File: src/sv/swsc_ram.sv
// generic single write port, single read port ram with registered read
module swsc_ram #(
  parameter int WIDTH = 20,
  parameter int DEPTH = 128
) (
  input  logic                     clk,
  input  logic                     we,
  input  logic [$clog2(DEPTH)-1:0] waddr,
  input  logic [WIDTH-1:0]         wdata,
  input  logic                     re,
  input  logic [$clog2(DEPTH)-1:0] raddr,
  output logic [WIDTH-1:0]         rdata
);

  logic [WIDTH-1:0] mem [DEPTH];

  always_ff @(posedge clk) begin
    if (we) begin
      mem[waddr] <= wdata;
    end
    if (re) begin
      rdata <= mem[raddr];
    end
  end

endmodule

File: config.mk
export PLATFORM = sky130hd
export DESIGN_NAME = swsc_ram
export DESIGN_NICKNAME = d
export VERILOG_FILES = /design/src/sv/swsc_ram.sv
export SDC_FILE = /design/constraint.sdc
export NUM_CORES = 2
export LEC_CHECK = 0
export BUFFER_PORTS_ARGS = -buffer_cell sky130_fd_sc_hd__buf_2
export CAP_MARGIN = 20
export CORE_UTILIZATION = 55
export CTS_CLUSTER_SIZE = 40
export DETAILED_ROUTE_END_ITERATION = 10
export PLACE_DENSITY = 0.85
export RECOVER_POWER = 100
export SLEW_MARGIN = 10
export SYNTH_ARGS = -nofsm -noshare
export SYNTH_HDL_FRONTEND = slang
export SYNTH_SLANG_ARGS = --single-unit
File: constraint.sdc
create_clock -name clk -period 3.1 [get_ports clk]
set_input_delay 0.62 -clock clk [delete_from_list [all_inputs] [get_ports clk]]
set_output_delay 0.62 -clock clk [all_outputs]
set_load 0.02 [all_outputs]
==> results.json <==
{
  "status": "complete, but fails checks",
  "violations": "capacitance limit, slew limit, setup timing",
  "num_vias": 50222,
  "slew_headroom": -1.225,
  "p_comb_frac": 0.057,
  "drive_above_1_share": 0.3350,
  "syn_avg_cell_area_um2": 25.75,
  "dp_hpwl_um": 155600,
  "die_h_um": 424.5,
  "crit_fanout": 20,
  "initialDrtViolationCount": 9463,
  "grt_pass1_wl_um": 409500,
  "final_common_cell": "edfxtp_1",
  "power_frac_seq": 0.539,
  "finalCriticalPeriod_ns": 3.270,
  "clockBufferDepth": 3,
  "period_share": 1.055,
  "nets": 4345,
  "die_area_um2": 180200,
  "portBuffers": 56,
  "synth_xor_area_frac": 0,
  "finalClockSkew_ns": 0.02785,
  "power_switching_w": 0.01587,
  "cp.arrival_ns": 3.73,
  "cts-buffers-inserted": 227,
  "start_util": 0.5555,
  "intPower_w": 0.05597,
  "stdcell_count": 6848,
  "globalRouteOverflowTotal": 0,
  "ctsHtreeMaxLevel": 4,
  "cts_setup_buffers": 0,
  "coreArea_um2": 176700,
  "maxCapViolCount": 93,
  "synth_top_family_by_area": "multiplexers",
  "final.setup.worst_slack_ns": -0.1700,
  "fillCellCount": 10324,
  "ant_nets": 0,
  "grt_max_degree": 129,
  "die_x_um": 424.5,
  "cp-start-kind": "input pin",
  "p_leak_nw": 34.64,
  "synth_nets": 3849,
  "finalMaxSlewViolations": 2842,
  "reg2reg_slack_ns": 0.28,
  "cts_hold_buf": 0,
  "num_rows": 154,
  "max_freq_mhz": 305.8,
  "first_global_vias": 50293,
  "synth_compound_area_frac": 0,
  "cts-root-buf": "clkbuf_16",
  "synth-seq-cells": 2580,
  "drc": 0,
  "vdd_ir_drop_max_v": 0.0007868,
  "layout_common_cells": "2,580 x edfxtp_1, 840 x mux4_2, 230 x clkbuf_16, 192 x clkbuf_1, 144 x buf_4",
  "cts_tree": "yes",
  "syn2layout_area_growth_pct": 13.82,
  "gp_congestion": 0.8547,
  "hold_path_class": "in2reg",
  "place_area_um2": 106300,
  "required_ns": 3.56,
  "path_clk_slew_ns": 0.06,
  "setup_tns_ns": -11.37,
  "dp_cells": 6419,
  "powerDensity_nw_per_um2": 643.0,
  "place_ws_ns": -0.6448,
  "design_area_um2": 111700,
  "clk_latency_ns": 0.90,
  "p_clk_frac": 0.404,
  "clkSinkCount": 2580,
  "worst_pin_slew_ns": 3.337,
  "dr.pass1.iters": 6,
  "synth.yosys.seq_area_share": 0.7893,
  "path_class": "in2reg",
  "wl_um": 297100,
  "num_io_pins": 57,
  "finalHoldViolCount": 0,
  "grtUsageTotal": 0.3322,
  "yosys.area_share.simple": 0.007100,
  "synthCells": 3812,
  "synth.mux.area_fraction": 0.1950,
  "swShare": 0.2209,
  "synth_cell_types": 14,
  "cts_resized": 0,
  "end_kind": "flip-flop",
  "final-setup-viol-count": 145,
  "synth_area_um2": 98160,
  "antenna_found_initial": 30,
  "wl_per_cell_um": 43.38,
  "synthAdderAreaFrac": 0,
  "routed_via_density": 7.334,
  "ys_warn_count": 0
}
-- path summary, 6_finish.rpt --
| kind | from | to | depth (start not counted) |
|---|---|---|---|
| max reg2reg | mem[86][17]$_DFFE_PP_ | rdata[17]$_DFFE_PP_ | 4 |
| min reg2reg | mem[29][8]$_DFFE_PP_ | rdata[8]$_DFFE_PP_ | 4 |
| min | wdata[11] | mem[67][11]$_DFFE_PP_ | 1 |
| max | waddr[3] | mem[79][1]$_DFFE_PP_ | 6 |
-- through the flow --
| step | hold WS, ns | util | power [W] |
|---|---|---|---|
| 3_3_place_gp | 0.9341 | 0.6014 | 0.04306 |
| 3_5_place_dp | 0.9633 | 0.6014 | 0.04328 |
| 2_1_floorplan | 0.7189 | - | 0.04132 |
| 6_report | 0.2752 | 0.6323 | 0.07184 |
| 4_1_cts | 0.02674 | 0.6429 | 0.07168 |
| 5_1_grt | 0.2999 | 0.6322 | 0.07304 |
-- power groups by stage --
stage          Combinational [W]  Clock [W]  Sequential, W
2_1_floorplan            0.00195          0         0.0394
3_3_place_gp             0.00368          0         0.0394
3_5_place_dp             0.00388          0         0.0394
4_1_cts                  0.00405     0.0290         0.0386
5_1_grt                  0.00414     0.0302         0.0387
6_report                 0.00412     0.0290         0.0387
-- state kept, by name, indices dropped and copies added (netlist names) --
| register | cells |
|---|---|
| mem | 2560 |
| rdata | 20 |
-- final cells by class --
cell class | instances | area (um^2) | area share
clock buffer | 270 | 5906 | 0.05286
antenna | 12 | 30.03 | 0.0002688
sequential | 2580 | 77470 | 0.6935
multi-input combinational | 1030 | 19900 | 0.1781
tap | 2340 | 2928 | 0.02621
timing repair buffer | 469 | 4053 | 0.03627
clock inverter | 147 | 1433 | 0.01282
-- metal layers --
metal	vias up	share of wire	track usage
met5	-	0.00038	0
met4	18	0.079	0.1959
met3	1337	0.14	0.08673
met2	5503	0.48	0.5320
met1	25660	0.30	0.4122
li1	17704	-	-
-- synthesized netlist by cell type --
master	count	area, um^2
nor2b_1	7	43.79
mux2_2	20	225.2
edfxtp_1	2580	77470
or3_1	1	6.260
mux4_2	840	18920
nor2_1	122	457.9
nor3_1	9	45.04
buf_2	67	335.3
nand3_1	12	60.06
nand2b_1	2	12.51
clkbuf_1	128	480.5
nand2_1	14	52.55
buf_1	7	26.28
nand4_1	3	18.77
-- kinds of logic (layout without fill, tap and decap cells) --
group                  Yosys count  count (layout)
AND/OR/NAND/NOR                170             170
flip-flops                    2580            2580
multiplexers                   860             860
other                            0              12
buffers and inverters          202             886
-- critical path, stage by stage --
cell and delay, ns:
clkbuf_1 0.36, nor2b_1 0.46, nand3_1 0.24, buf_4 0.25
nor2_1 0.15, clkbuf_1 1.61
Power figures use the tool's default switching activity.
